$ cat config.mk
export PLATFORM = sky130hd
export DESIGN_NAME = motor_axis_supervisor_top_flat
export DESIGN_NICKNAME = d
export VERILOG_FILES = /design/src/rtl/mas_pkg.sv /design/src/rtl/mas_tick_if.sv /design/src/rtl/mas_status_if.sv /design/src/rtl/motor_axis_supervisor_top.sv /design/src/rtl/mas_checks.sv /design/src/rtl/mas_fsm.sv /design/src/flat_wrapper.sv
export VERILOG_INCLUDE_DIRS = /design/src /design/src/rtl
export SDC_FILE = /design/constraint.sdc
export NUM_CORES = 1
export LEC_CHECK = 0
export ABC_AREA = 1
export CAP_MARGIN = 10
export CORE_MARGIN = 3
export CORE_UTILIZATION = 60
export CTS_CLUSTER_DIAMETER = 60
export DETAILED_ROUTE_END_ITERATION = 16
export DONT_BUFFER_PORTS = 1
export PLACE_DENSITY = 0.76
export SLEW_MARGIN = 20
export SYNTH_ARGS = -nofsm -noshare
export SYNTH_HDL_FRONTEND = slang
export SYNTH_SLANG_ARGS = --single-unit
$ cat constraint.sdc
create_clock -name clk -period 4.75 [get_ports clk]
set_clock_uncertainty 0.15 [all_clocks]
set_input_delay 0.7125 -clock clk [delete_from_list [all_inputs] [get_ports clk]]
set_output_delay 0.7125 -clock clk [all_outputs]
set_load 0.005 [all_outputs]
$ cat src/rtl/motor_axis_supervisor_top_macros.svh
// Assertion macros shared by the motor axis supervisor RTL.
// Expects signals named clk and rst_n in the scope that uses them.
`ifndef MOTOR_AXIS_SUPERVISOR_TOP_MACROS_SVH
`define MOTOR_AXIS_SUPERVISOR_TOP_MACROS_SVH

// The consequent must hold in the same cycle as the antecedent.
`define MAS_ASSERT_SAME(label, ante, cons, msg) \
    label: assert property (@(posedge clk) disable iff (!rst_n) (ante) |-> (cons)) \
        else $error(msg);

// The consequent must hold in the cycle after the antecedent.
`define MAS_ASSERT_NEXT(label, ante, cons, msg) \
    label: assert property (@(posedge clk) disable iff (!rst_n) (ante) |=> (cons)) \
        else $error(msg);

`endif

$ cat src/rtl/mas_pkg.sv
// Types and constants of the motor axis supervisor.
// No dependencies; used by the interfaces and every module of the block.
package mas_pkg;

    localparam int CUR_PORT_W = 16;
    localparam int GOOD_W     = 8;
    localparam int LIMIT_W    = 15;
    localparam int CFG_DATA_W = 15;
    localparam int CFG_IDX_W  = 2;
    localparam int AXIS_W     = 3;
    localparam int FAULT_W    = 3;
    localparam int CMODE_W    = 2;

    // Configuration register indexes.
    localparam logic [CFG_IDX_W-1:0] CFG_GOOD_SAMPLES = 2'd0;
    localparam logic [CFG_IDX_W-1:0] CFG_PHASE_LIMIT  = 2'd1;
    localparam logic [CFG_IDX_W-1:0] CFG_SUM_LIMIT    = 2'd2;

    localparam logic [GOOD_W-1:0]  GOOD_SAMPLES_RST = 8'd16;
    localparam logic [LIMIT_W-1:0] LIMIT_OFF        = 15'h7FFF;

    // Tick kinds.
    localparam logic TICK_SLOW = 1'b0;
    localparam logic TICK_FAST = 1'b1;

    // Axis state codes as seen on the result beat.
    localparam logic [AXIS_W-1:0] AXIS_IDLE   = 3'd0;
    localparam logic [AXIS_W-1:0] AXIS_CHECK  = 3'd1;
    localparam logic [AXIS_W-1:0] AXIS_ALIGN  = 3'd2;
    localparam logic [AXIS_W-1:0] AXIS_CLOSED = 3'd3;
    localparam logic [AXIS_W-1:0] AXIS_FAULT  = 3'd4;

    // Fault codes.
    localparam logic [FAULT_W-1:0] FAULT_NONE    = 3'd0;
    localparam logic [FAULT_W-1:0] FAULT_ENCODER = 3'd1;
    localparam logic [FAULT_W-1:0] FAULT_CURRENT = 3'd2;
    localparam logic [FAULT_W-1:0] FAULT_TIMEOUT = 3'd3;

    // Control modes.
    localparam logic [CMODE_W-1:0] CMODE_OFF    = 2'd0;
    localparam logic [CMODE_W-1:0] CMODE_VF     = 2'd1;
    localparam logic [CMODE_W-1:0] CMODE_IF     = 2'd2;
    localparam logic [CMODE_W-1:0] CMODE_CLOSED = 2'd3;

    typedef struct packed {
        logic loop_ready;
        logic pwm_ok;
        logic amps_ok;
        logic enc_good;
    } check_flags_t;

    typedef struct packed {
        logic                   mode;
        logic                   enable;
        logic [CMODE_W-1:0]     drive_mode;
        logic                   encoder_safe;
        logic [CUR_PORT_W-1:0]  current_u;
        logic [CUR_PORT_W-1:0]  current_v;
        logic [CUR_PORT_W-1:0]  current_w;
        logic [CUR_PORT_W-1:0]  current_sum;
        logic                   pwm_safe;
        logic                   align_done;
        logic [FAULT_W-1:0]     motor_fault;
    } item_t;

    typedef struct packed {
        logic [AXIS_W-1:0]  axis_state;
        logic [FAULT_W-1:0] first_fault;
        logic               enter_safe;
        logic               reset_control;
        logic               reset_open_loop;
        logic               reset_encoder;
        logic               run_align;
        logic               run_control;
        check_flags_t       flags;
    } result_t;

    typedef struct packed {
        logic [GOOD_W-1:0]  good_samples_needed;
        logic [LIMIT_W-1:0] phase_current_limit;
        logic [LIMIT_W-1:0] current_sum_limit;
    } cfg_t;

endpackage

$ cat src/rtl/mas_tick_if.sv
// Valid/ready channel that carries one tick beat into the supervisor.
// Depends on mas_pkg for field widths.
interface mas_tick_if;
    logic                               valid;
    logic                               ready;
    logic                               mode;
    logic                               enable;
    logic [mas_pkg::CMODE_W-1:0]        drive_mode;
    logic                               encoder_safe;
    logic signed [mas_pkg::CUR_PORT_W-1:0] current_u;
    logic signed [mas_pkg::CUR_PORT_W-1:0] current_v;
    logic signed [mas_pkg::CUR_PORT_W-1:0] current_w;
    logic signed [mas_pkg::CUR_PORT_W-1:0] current_sum;
    logic                               pwm_safe;
    logic                               align_done;
    logic [mas_pkg::FAULT_W-1:0]        motor_fault;

    modport source (
        output valid, mode, enable, drive_mode, encoder_safe, current_u, current_v,
               current_w, current_sum, pwm_safe, align_done, motor_fault,
        input  ready
    );
    modport sink (
        input  valid, mode, enable, drive_mode, encoder_safe, current_u, current_v,
               current_w, current_sum, pwm_safe, align_done, motor_fault,
        output ready
    );
endinterface

$ cat src/rtl/mas_status_if.sv
// Valid/ready channel that carries one status beat out of the supervisor.
// Depends on mas_pkg for field widths.
interface mas_status_if;
    logic                        valid;
    logic                        ready;
    logic [mas_pkg::AXIS_W-1:0]  axis_state;
    logic [mas_pkg::FAULT_W-1:0] first_fault;
    logic                        enter_safe;
    logic                        reset_control;
    logic                        reset_open_loop;
    logic                        reset_encoder;
    logic                        run_align;
    logic                        run_control;
    logic                        enc_good;
    logic                        amps_ok;
    logic                        pwm_ok;
    logic                        loop_ready;

    modport source (
        output valid, axis_state, first_fault, enter_safe, reset_control, reset_open_loop,
               reset_encoder, run_align, run_control, enc_good, amps_ok, pwm_ok,
               loop_ready,
        input  ready
    );
    modport sink (
        input  valid, axis_state, first_fault, enter_safe, reset_control, reset_open_loop,
               reset_encoder, run_align, run_control, enc_good, amps_ok, pwm_ok,
               loop_ready,
        output ready
    );
endinterface

$ cat src/rtl/motor_axis_supervisor_top.sv
// Top level of the motor axis supervisor: tick register, checks, state machine
// and status register. Depends on mas_pkg, mas_tick_if, mas_status_if, mas_checks,
// mas_fsm and motor_axis_supervisor_top_macros.svh.
//
//   Channel   Kind        Direction  Beat
//   tick      valid/ready in         one slow or fast tick with its samples
//   status    valid/ready out        axis state, requests and check flags
//   cfg_*     write only  in         one register write per enabled cycle
//
// Each accepted tick waits in the tick register, then passes through the check
// and state logic into the status register. One tick is accepted every cycle
// while status beats are not stalled; the state update of one tick is seen by the
// next, since the state registers load in the same edge as the status register.
// A stalled status beat holds its register; the tick register then fills and
// tick.ready drops until the status beat is taken.
// Reset clears the axis to idle, no fault, a zero sample count and zero flags,
// and loads the configuration defaults (16 good samples, both windows off).
`include "motor_axis_supervisor_top_macros.svh"

module motor_axis_supervisor_top #(
    parameter int CURRENT_WIDTH      = 16,
    parameter int SAMPLE_COUNT_WIDTH = 8
) (
    input  logic                             clk,
    input  logic                             rst_n,
    mas_tick_if.sink                         tick,
    mas_status_if.source                     status,
    input  logic                             cfg_we,
    input  logic [mas_pkg::CFG_IDX_W-1:0]    cfg_index,
    input  logic [mas_pkg::CFG_DATA_W-1:0]   cfg_data
);

    // Configuration registers. Writes to an index past the list are dropped.
    mas_pkg::cfg_t cfg_reg;

    always_ff @(posedge clk or negedge rst_n)
    begin
        if (!rst_n)
        begin
            cfg_reg.good_samples_needed <= mas_pkg::GOOD_SAMPLES_RST;
            cfg_reg.phase_current_limit <= mas_pkg::LIMIT_OFF;
            cfg_reg.current_sum_limit   <= mas_pkg::LIMIT_OFF;
        end
        else if (cfg_we)
        begin
            unique case (cfg_index)
                mas_pkg::CFG_GOOD_SAMPLES:
                    cfg_reg.good_samples_needed <= cfg_data[mas_pkg::GOOD_W-1:0];
                mas_pkg::CFG_PHASE_LIMIT:
                    cfg_reg.phase_current_limit <= cfg_data[mas_pkg::LIMIT_W-1:0];
                mas_pkg::CFG_SUM_LIMIT:
                    cfg_reg.current_sum_limit   <= cfg_data[mas_pkg::LIMIT_W-1:0];
                default:
                begin
                end
            endcase
        end
    end

    // Handshake control. The tick register drains into the status register
    // whenever the status register is empty or its beat is taken this cycle.
    logic             s1_valid_reg, s1_valid_next;
    logic             out_valid_reg, out_valid_next;
    logic             advance;
    logic             tick_take;
    mas_pkg::item_t   tick_item;
    mas_pkg::item_t   s1_item_reg;
    mas_pkg::result_t res_reg;
    mas_pkg::result_t fsm_result;

    logic [SAMPLE_COUNT_WIDTH-1:0] count;
    logic [SAMPLE_COUNT_WIDTH-1:0] chk_count;
    mas_pkg::check_flags_t         chk_flags;

    assign advance    = s1_valid_reg && (!out_valid_reg || status.ready);
    assign tick.ready = !s1_valid_reg || advance;
    assign tick_take  = tick.valid && tick.ready;

    always_comb
    begin
        tick_item.mode         = tick.mode;
        tick_item.enable       = tick.enable;
        tick_item.drive_mode   = tick.drive_mode;
        tick_item.encoder_safe = tick.encoder_safe;
        tick_item.current_u    = tick.current_u;
        tick_item.current_v    = tick.current_v;
        tick_item.current_w    = tick.current_w;
        tick_item.current_sum  = tick.current_sum;
        tick_item.pwm_safe     = tick.pwm_safe;
        tick_item.align_done   = tick.align_done;
        tick_item.motor_fault  = tick.motor_fault;

        if (tick_take)
            s1_valid_next = 1'b1;
        else if (advance)
            s1_valid_next = 1'b0;
        else
            s1_valid_next = s1_valid_reg;

        if (advance)
            out_valid_next = 1'b1;
        else if (status.ready)
            out_valid_next = 1'b0;
        else
            out_valid_next = out_valid_reg;
    end

    always_ff @(posedge clk or negedge rst_n)
    begin
        if (!rst_n)
        begin
            s1_valid_reg  <= 1'b0;
            out_valid_reg <= 1'b0;
        end
        else
        begin
            s1_valid_reg  <= s1_valid_next;
            out_valid_reg <= out_valid_next;
        end
    end

    // Payload registers carry no reset; their valid bits guard them.
    always_ff @(posedge clk)
    begin
        if (tick_take)
            s1_item_reg <= tick_item;
        if (advance)
            res_reg <= fsm_result;
    end

    mas_checks #(
        .CURRENT_WIDTH      (CURRENT_WIDTH),
        .SAMPLE_COUNT_WIDTH (SAMPLE_COUNT_WIDTH)
    ) u_checks (
        .item       (s1_item_reg),
        .cfg        (cfg_reg),
        .count      (count),
        .count_next (chk_count),
        .flags      (chk_flags)
    );

    mas_fsm #(
        .SAMPLE_COUNT_WIDTH (SAMPLE_COUNT_WIDTH)
    ) u_fsm (
        .clk       (clk),
        .rst_n     (rst_n),
        .advance   (advance),
        .item      (s1_item_reg),
        .chk_count (chk_count),
        .chk_flags (chk_flags),
        .count     (count),
        .result    (fsm_result)
    );

    assign status.valid           = out_valid_reg;
    assign status.axis_state      = res_reg.axis_state;
    assign status.first_fault     = res_reg.first_fault;
    assign status.enter_safe      = res_reg.enter_safe;
    assign status.reset_control   = res_reg.reset_control;
    assign status.reset_open_loop = res_reg.reset_open_loop;
    assign status.reset_encoder   = res_reg.reset_encoder;
    assign status.run_align       = res_reg.run_align;
    assign status.run_control     = res_reg.run_control;
    assign status.enc_good        = res_reg.flags.enc_good;
    assign status.amps_ok         = res_reg.flags.amps_ok;
    assign status.pwm_ok          = res_reg.flags.pwm_ok;
    assign status.loop_ready      = res_reg.flags.loop_ready;

    // A latched fault only ever coexists with the fault state.
    `MAS_ASSERT_SAME(a_fault_state, status.valid && (status.first_fault != mas_pkg::FAULT_NONE), status.axis_state == mas_pkg::AXIS_FAULT, "fault latched outside fault state")

    // The readiness flag is the conjunction of the three checks.
    `MAS_ASSERT_SAME(a_ready_flags, status.valid && status.loop_ready, status.enc_good && status.amps_ok && status.pwm_ok, "ready without all checks")

    // A tick leaving the tick register always shows up as a status beat.
    `MAS_ASSERT_NEXT(a_advance_out, advance, status.valid, "advanced tick produced no status beat")

endmodule

$ cat src/rtl/mas_checks.sv
// Slow-tick checks: encoder good-sample counter step and current window checks.
// Purely combinational; depends on mas_pkg.
module mas_checks #(
    parameter int CURRENT_WIDTH      = 16,
    parameter int SAMPLE_COUNT_WIDTH = 8
) (
    input  mas_pkg::item_t                item,
    input  mas_pkg::cfg_t                 cfg,
    input  logic [SAMPLE_COUNT_WIDTH-1:0] count,
    output logic [SAMPLE_COUNT_WIDTH-1:0] count_next,
    output mas_pkg::check_flags_t         flags
);

    localparam int CMP_W = (SAMPLE_COUNT_WIDTH > mas_pkg::GOOD_W) ?
                           SAMPLE_COUNT_WIDTH : mas_pkg::GOOD_W;
    localparam int WIN_W = mas_pkg::LIMIT_W + 2;

    // A limit at full scale switches the window off.
    function automatic logic in_window(input logic [CURRENT_WIDTH-1:0] raw,
                                       input logic [mas_pkg::LIMIT_W-1:0] limit);
        logic signed [WIN_W-1:0] x;
        logic signed [WIN_W-1:0] l;
        x = WIN_W'($signed(raw));
        l = $signed({2'b00, limit});
        return (limit == mas_pkg::LIMIT_OFF) || ((x >= -l) && (x <= l));
    endfunction

    logic [CMP_W-1:0] count_ext;
    logic [CMP_W-1:0] needed_ext;
    logic             enc_ok;
    logic             cur_ok;

    always_comb
    begin
        count_ext  = CMP_W'(count);
        needed_ext = CMP_W'(cfg.good_samples_needed);
        if (item.encoder_safe)
        begin
            if ((count_ext < needed_ext) && (count != '1))
                count_next = count + SAMPLE_COUNT_WIDTH'(1);
            else
                count_next = count;
        end
        else
        begin
            count_next = '0;
        end
        enc_ok = CMP_W'(count_next) >= needed_ext;
        cur_ok = in_window(item.current_u[CURRENT_WIDTH-1:0], cfg.phase_current_limit) &&
                 in_window(item.current_v[CURRENT_WIDTH-1:0], cfg.phase_current_limit) &&
                 in_window(item.current_w[CURRENT_WIDTH-1:0], cfg.phase_current_limit) &&
                 in_window(item.current_sum[CURRENT_WIDTH-1:0], cfg.current_sum_limit);
        flags.enc_good   = enc_ok;
        flags.amps_ok    = cur_ok;
        flags.pwm_ok     = item.pwm_safe;
        flags.loop_ready = enc_ok && cur_ok && item.pwm_safe;
    end

endmodule

$ cat src/rtl/mas_fsm.sv
// Axis state machine with the latched fault, sample count and check flags.
// Depends on mas_pkg; takes the check results from mas_checks.
module mas_fsm #(
    parameter int SAMPLE_COUNT_WIDTH = 8
) (
    input  logic                          clk,
    input  logic                          rst_n,
    input  logic                          advance,
    input  mas_pkg::item_t                item,
    input  logic [SAMPLE_COUNT_WIDTH-1:0] chk_count,
    input  mas_pkg::check_flags_t         chk_flags,
    output logic [SAMPLE_COUNT_WIDTH-1:0] count,
    output mas_pkg::result_t              result
);

    typedef enum logic [mas_pkg::AXIS_W-1:0] {
        ST_IDLE   = mas_pkg::AXIS_IDLE,
        ST_CHECK  = mas_pkg::AXIS_CHECK,
        ST_ALIGN  = mas_pkg::AXIS_ALIGN,
        ST_CLOSED = mas_pkg::AXIS_CLOSED,
        ST_FAULT  = mas_pkg::AXIS_FAULT
    } axis_t;

    axis_t                         mode_reg, mode_next;
    logic [mas_pkg::FAULT_W-1:0]   fault_reg, fault_next;
    logic [SAMPLE_COUNT_WIDTH-1:0] count_reg, count_next;
    mas_pkg::check_flags_t         flags_reg, flags_next;

    logic                          open_loop;
    logic                          gf_en;
    logic [mas_pkg::FAULT_W-1:0]   gf_code;
    logic                          safe, rst_ctl, rst_ol, rst_enc, run_al, run_ctl;

    always_comb
    begin
        mode_next  = mode_reg;
        fault_next = fault_reg;
        count_next = count_reg;
        flags_next = flags_reg;
        safe       = 1'b0;
        rst_ctl    = 1'b0;
        rst_ol     = 1'b0;
        rst_enc    = 1'b0;
        run_al     = 1'b0;
        run_ctl    = 1'b0;
        gf_en      = 1'b0;
        gf_code    = mas_pkg::FAULT_NONE;
        open_loop  = (item.drive_mode == mas_pkg::CMODE_VF) ||
                     (item.drive_mode == mas_pkg::CMODE_IF);

        if (item.mode == mas_pkg::TICK_SLOW)
        begin
            count_next = chk_count;
            flags_next = chk_flags;
            if (!item.enable)
            begin
                mode_next  = ST_IDLE;
                fault_next = mas_pkg::FAULT_NONE;
                count_next = '0;
                safe       = 1'b1;
                rst_ctl    = 1'b1;
            end
            else
            begin
                unique case (mode_reg)
                    ST_IDLE:
                    begin
                        safe       = 1'b1;
                        rst_ctl    = 1'b1;
                        rst_enc    = 1'b1;
                        count_next = '0;
                        mode_next  = ST_CHECK;
                    end
                    ST_CHECK:
                    begin
                        if (item.drive_mode == mas_pkg::CMODE_OFF)
                        begin
                            safe    = 1'b1;
                            rst_ctl = 1'b1;
                        end
                        else if (open_loop && chk_flags.amps_ok && chk_flags.pwm_ok)
                        begin
                            rst_ctl   = 1'b1;
                            rst_ol    = 1'b1;
                            mode_next = ST_CLOSED;
                        end
                        else if (chk_flags.loop_ready)
                        begin
                            rst_ctl   = 1'b1;
                            rst_ol    = 1'b1;
                            mode_next = ST_ALIGN;
                        end
                    end
                    ST_ALIGN:
                    begin
                        if (!chk_flags.enc_good)
                        begin
                            gf_en   = 1'b1;
                            gf_code = mas_pkg::FAULT_ENCODER;
                        end
                        else if (!chk_flags.amps_ok)
                        begin
                            gf_en   = 1'b1;
                            gf_code = mas_pkg::FAULT_CURRENT;
                        end
                    end
                    ST_CLOSED:
                    begin
                        if (!open_loop && !chk_flags.enc_good)
                        begin
                            gf_en   = 1'b1;
                            gf_code = mas_pkg::FAULT_ENCODER;
                        end
                        else if (!chk_flags.amps_ok)
                        begin
                            gf_en   = 1'b1;
                            gf_code = mas_pkg::FAULT_CURRENT;
                        end
                    end
                    default:
                    begin
                        safe = 1'b1;
                    end
                endcase
            end
        end
        else if (item.enable)
        begin
            unique case (mode_reg)
                ST_ALIGN:
                begin
                    run_al = 1'b1;
                    if (item.align_done)
                    begin
                        if (item.motor_fault != mas_pkg::FAULT_NONE)
                        begin
                            gf_en   = 1'b1;
                            gf_code = item.motor_fault;
                        end
                        else
                        begin
                            mode_next = ST_CLOSED;
                        end
                    end
                end
                ST_CLOSED:
                begin
                    run_ctl = 1'b1;
                    // An open-loop timeout only drops the power stage to safe.
                    if (item.motor_fault == mas_pkg::FAULT_TIMEOUT)
                    begin
                        safe = 1'b1;
                    end
                    else if (item.motor_fault != mas_pkg::FAULT_NONE)
                    begin
                        gf_en   = 1'b1;
                        gf_code = item.motor_fault;
                    end
                end
                default:
                begin
                end
            endcase
        end

        // Only the first fault is kept.
        if (gf_en)
        begin
            if (fault_reg == mas_pkg::FAULT_NONE)
                fault_next = gf_code;
            mode_next = ST_FAULT;
            safe      = 1'b1;
        end

        result.axis_state      = mode_next;
        result.first_fault     = fault_next;
        result.enter_safe      = safe;
        result.reset_control   = rst_ctl;
        result.reset_open_loop = rst_ol;
        result.reset_encoder   = rst_enc;
        result.run_align       = run_al;
        result.run_control     = run_ctl;
        result.flags           = flags_next;
    end

    always_ff @(posedge clk or negedge rst_n)
    begin
        if (!rst_n)
        begin
            mode_reg  <= ST_IDLE;
            fault_reg <= mas_pkg::FAULT_NONE;
            count_reg <= '0;
            flags_reg <= '0;
        end
        else if (advance)
        begin
            mode_reg  <= mode_next;
            fault_reg <= fault_next;
            count_reg <= count_next;
            flags_reg <= flags_next;
        end
    end

    assign count = count_reg;

endmodule
$ cat src/flat_wrapper.sv
// flat-port wrapper written by rule: the top's interface ports become plain ports
module motor_axis_supervisor_top_flat 
#(
    parameter int CURRENT_WIDTH      = 16,
    parameter int SAMPLE_COUNT_WIDTH = 8
)
  (clk, rst_n, cfg_we, cfg_index, cfg_data, tick_valid, tick_mode, tick_enable, tick_drive_mode, tick_encoder_safe, tick_current_u, tick_current_v, tick_current_w, tick_current_sum, tick_pwm_safe, tick_align_done, tick_motor_fault, tick_ready, status_valid, status_axis_state, status_first_fault, status_enter_safe, status_reset_control, status_reset_open_loop, status_reset_encoder, status_run_align, status_run_control, status_enc_good, status_amps_ok, status_pwm_ok, status_loop_ready, status_ready);
  mas_tick_if tick_i ();
  mas_status_if status_i ();
  input  logic clk;
  input  logic rst_n;
  input  logic cfg_we;
  input  logic [mas_pkg::CFG_IDX_W-1:0] cfg_index;
  input  logic [mas_pkg::CFG_DATA_W-1:0] cfg_data;
  input wire logic [$bits(tick_i.valid)-1:0] tick_valid;
  input wire logic [$bits(tick_i.mode)-1:0] tick_mode;
  input wire logic [$bits(tick_i.enable)-1:0] tick_enable;
  input wire logic [$bits(tick_i.drive_mode)-1:0] tick_drive_mode;
  input wire logic [$bits(tick_i.encoder_safe)-1:0] tick_encoder_safe;
  input wire logic [$bits(tick_i.current_u)-1:0] tick_current_u;
  input wire logic [$bits(tick_i.current_v)-1:0] tick_current_v;
  input wire logic [$bits(tick_i.current_w)-1:0] tick_current_w;
  input wire logic [$bits(tick_i.current_sum)-1:0] tick_current_sum;
  input wire logic [$bits(tick_i.pwm_safe)-1:0] tick_pwm_safe;
  input wire logic [$bits(tick_i.align_done)-1:0] tick_align_done;
  input wire logic [$bits(tick_i.motor_fault)-1:0] tick_motor_fault;
  output wire logic [$bits(tick_i.ready)-1:0] tick_ready;
  output wire logic [$bits(status_i.valid)-1:0] status_valid;
  output wire logic [$bits(status_i.axis_state)-1:0] status_axis_state;
  output wire logic [$bits(status_i.first_fault)-1:0] status_first_fault;
  output wire logic [$bits(status_i.enter_safe)-1:0] status_enter_safe;
  output wire logic [$bits(status_i.reset_control)-1:0] status_reset_control;
  output wire logic [$bits(status_i.reset_open_loop)-1:0] status_reset_open_loop;
  output wire logic [$bits(status_i.reset_encoder)-1:0] status_reset_encoder;
  output wire logic [$bits(status_i.run_align)-1:0] status_run_align;
  output wire logic [$bits(status_i.run_control)-1:0] status_run_control;
  output wire logic [$bits(status_i.enc_good)-1:0] status_enc_good;
  output wire logic [$bits(status_i.amps_ok)-1:0] status_amps_ok;
  output wire logic [$bits(status_i.pwm_ok)-1:0] status_pwm_ok;
  output wire logic [$bits(status_i.loop_ready)-1:0] status_loop_ready;
  input wire logic [$bits(status_i.ready)-1:0] status_ready;
  assign tick_i.valid = tick_valid;
  assign tick_i.mode = tick_mode;
  assign tick_i.enable = tick_enable;
  assign tick_i.drive_mode = tick_drive_mode;
  assign tick_i.encoder_safe = tick_encoder_safe;
  assign tick_i.current_u = tick_current_u;
  assign tick_i.current_v = tick_current_v;
  assign tick_i.current_w = tick_current_w;
  assign tick_i.current_sum = tick_current_sum;
  assign tick_i.pwm_safe = tick_pwm_safe;
  assign tick_i.align_done = tick_align_done;
  assign tick_i.motor_fault = tick_motor_fault;
  assign tick_ready = tick_i.ready;
  assign status_valid = status_i.valid;
  assign status_axis_state = status_i.axis_state;
  assign status_first_fault = status_i.first_fault;
  assign status_enter_safe = status_i.enter_safe;
  assign status_reset_control = status_i.reset_control;
  assign status_reset_open_loop = status_i.reset_open_loop;
  assign status_reset_encoder = status_i.reset_encoder;
  assign status_run_align = status_i.run_align;
  assign status_run_control = status_i.run_control;
  assign status_enc_good = status_i.enc_good;
  assign status_amps_ok = status_i.amps_ok;
  assign status_pwm_ok = status_i.pwm_ok;
  assign status_loop_ready = status_i.loop_ready;
  assign status_i.ready = status_ready;
  motor_axis_supervisor_top #(.CURRENT_WIDTH(CURRENT_WIDTH), .SAMPLE_COUNT_WIDTH(SAMPLE_COUNT_WIDTH)) u_core (.clk(clk), .rst_n(rst_n), .tick(tick_i), .status(status_i), .cfg_we(cfg_we), .cfg_index(cfg_index), .cfg_data(cfg_data));
endmodule
==> metrics.csv <==
stage,metric,value,unit
drt,DRT Wirelength,22300,um
drt,WL met3,1190,um
timing,fmax,0.234,GHz
floorplanning,Die Wd,133,um
cells_and_area,Nets,1344,
yosys,Post-synth EDFFs,90,
drt,DR top layer,met4,
power,sw frac,35.0,%
status,status,"complete, no violations",
timing,final slew viol count,0,
clocking,clock root buffer master,clkbuf_16,
setup_path,Worst Reg-to-Reg Cells,25,
timing,Period minus WS final,4270,ps
power,Logic pwr share,26.6,%
power,sequential share of power,41.6,%
yosys,syn nets,1331,
clocking,TritonCTS clock tree,built,
drt,Via density,5.71,
cells_and_area,share of layout cells above drive strength 1,8.38,%
timing,worst relative slew slack,35.2,%
flow_run,max_cap viols,0,
clocking,postcts setup bufs,0,
setup_path,critical path data required time,4790,ps
yosys,sequential fraction of the synthesis area,43.2,%
cells_and_area,most frequent cells in the layout,"nand2_1, inv_1, ha_1",
setup_path,critical path startpoint category,flop,
cells_and_area,# diodes,0,
global_route,vias in the first global route,7434,
global_route,All-Layer GR Usage,25.8,%
hold_path,worst hold path type,in2reg,
yosys,Synth Cell Area,9700,um2
setup_path,Crit. End Element,flop,
floorplanning,DIE AREA,17700,um2
global_route,pin count of the biggest net entering global routing,59,
cells_and_area,"commonest non-fill, non-tap cell in the layout",nand2_1,
timing,Tcrit/Tclk final,89.9,%
yosys,Synthesis Warnings,0,
drt,WL/cell,16.7,um
setup_path,CP arrival,4310,ps
clocking,cts repair resizes,0,
yosys,post-synthesis async set-or-reset flop share,39.2,%
timing,final setup fails,0,
drt,1st-pass router iterations,5,
drt,via total after detailed routing,7611,
place,IO Port Bufs,0,
drt,met2 routed WL,10600,um
place,gp weighted congestion,0.917,
yosys,Post-synth top flop,edfxtp_1,
global_route,global-route wire length before repair,36200,um
place,Detailed Place HPWL,17200,um
yosys,Synth cell types,41,
clocking,TritonCTS Buffers,17,
cells_and_area,Layout fillers,1253,
yosys,Yosys reg bits,148,
floorplanning,Starting Density,62.7,%
setup_path,Critical R2R Launch,u_core.cfg_reg[1],
clocking,Worst-path clk slew,70,ps
timing,Slew @ Worst Pin,969,ps
floorplanning,I/O pins,114,
cells_and_area,area delta synth->final,8.66,%
timing,RSZ-0062 raised after global routing,false,
clocking,worst skew pair latency,440,ps
setup_path,R2R setup slack,480,ps
drt,Iter 0 DRT Violations,486,
setup_path,Crit Path Max Fanout,5,
timing,"Hold Vio Cnt, Final",0,
drt,Met1 Wirelength,9690,um
timing,WHS,217,ps
setup_path,crit path to,u_core.status.enter_safe,
setup_path,crit path launch,u_core.cfg_reg[1],
drt,DRT antenna net count,0,
floorplanning,Rows,45,
drt,DRC violation count after routing,0,
yosys,Mapped Avg Cell Area,8.85,um2
clocking,H-tree levels,4,
global_route,GRT Residual Overflow,0,
power,NetSw,1.44,mW
clocking,CTS Sinks,148,
cells_and_area,max reg flops,74,
global_route,initial antenna violation count,0,
yosys,Post-Syn Instances,1096,
floorplanning,Die Ht,133,um
clocking,Clock Tree Buf Depth,2,
power,PwrDens,390,nW/um2
power,Worst VDD drop,319,uV
floorplanning,Core Box Area,15500,um2
power,Clk pwr share,31.8,%
power,P_leak,4.87,nW
setup_path,CP Class,reg2reg,
timing,setup TNS,0,ps
setup_path,r2r endpoint,u_core.status.enter_safe,
power,internal power,2.67,mW
[cell usage after synthesis, types with 2 or more instances]
cell type  count  area, um2
a21oi_2        2       17.5
xor2_1        23        201
inv_1        153        574
ha_1         139       1740
nor2_2         4       25.0
nor3_1        26        130
nand2_1      231        867
nand4_1       24        150
o21ai_0       73        365
nand3_1       51        255
o21bai_1       4       30.0
dfrtp_1       27        676
o21a_1         5       37.5
nor2_1        84        315
clkbuf_1       9       33.8
a211oi_1       5       37.5
o211ai_1       5       37.5
nand2_2       11       68.8
o22ai_1        9       56.3
a31oi_1        4       25.0
nor4_1         8       50.1
a21oi_1       57        285
dfstp_2       31        815
nand3b_1       3       22.5
edfxtp_1      90       2700
nand3_2        3       30.0
[per-layer routing]
layer	up-vias	GRT usage, %
li1	3766	-
met1	3540	33.7
met2	245	42.2
met3	60	5.59
met4	0	10.5
met5	-	0
[through the flow]
step / setup slack [ps] / utilization (%) / std cells / power [mW] / cell area, um2
5_1_grt: 74.9 / 68.1 / 1333 / 4.39 / 10500
4_1_cts: 528 / 68.1 / 1333 / 4.12 / 10500
2_1_floorplan: 975 / - / 1096 / 2.50 / 9700
3_3_place_gp: 644 / 64.2 / 1299 / 2.76 / 9940
3_5_place_dp: 541 / 64.2 / 1299 / 2.80 / 9940
6_report: 479 / 68.1 / 1333 / 4.11 / 10500
[worst max-delay path, cell delays in order, from the launching register on]
cell and delay (ps):
dfstp_2 390, inv_1 80, ha_1 190, nand3_1 130
nor2_1 100, nand2_1 80, nor3_1 300, nand4_1 160
nor2_1 220, nand3_1 150, xor2_1 170, ha_1 290
a21oi_1 150, o21bai_1 80, a211oi_1 250, nand3_1 130
a21oi_1 150, nand2_1 70, nand2_1 190, nand3_1 140
nand2_1 100, nand2_2 80, nand2_1 70, nand2_2 80
a21oi_2 100, nand3_1 70
[logic make-up (layout without fill, tap and decap cells)]
group                      Yosys count  after routing  share of synthesized area [%]
AOI/OAI and AO/OA                  171            171                           9.94
xor gates and xnor gates            23             23                           2.08
adders and majority gates          139            139                           17.9
buffers and inverters              164            190                           6.42
DFF                                148            148                           43.2
and+or+nand+nor                    451            451                           20.4
[repair_timing]
item | CTS | global route
endpoints found under the setup margin | 0 | 0
endpoints found under the hold margin | 58 | 0
hold buffers | 2 | 0
[layout make-up]
type	count	area, um2	area share, %
multi-input cells	784	4890	46.4
well taps	211	264	2.50
clock buffers	18	439	4.16
flip-flops and latches	148	4190	39.8
repair buffers	4	52.6	0.498
clock inverters	14	130	1.23
inverters	154	578	5.48
[how the worst min path moves through the flow]
stage	endpoint	depth (start not counted)	start
after floorplan	u_core.cfg_reg[30]	0	rst_n
after global placement	u_core.u_fsm.flags_reg[1]	0	rst_n
after detailed placement	u_core.s1_valid_reg	0	rst_n
after CTS	u_core.s1_item_reg[0]	0	tick_motor_fault[0]
after global routing	u_core.s1_item_reg[72]	0	tick_enable
final	u_core.s1_item_reg[1]	0	tick_motor_fault[1]
[power by group through the flow]
stage,sequential [mW],combinational [mW],clock [mW]
after CTS,1.71,1.09,1.32
after floorplan,1.68,0.825,0
final,1.71,1.09,1.31
after detailed placement,1.73,1.07,0
after global routing,1.73,1.27,1.38
after global placement,1.73,1.03,0
(Power assumes the default switching activity.)
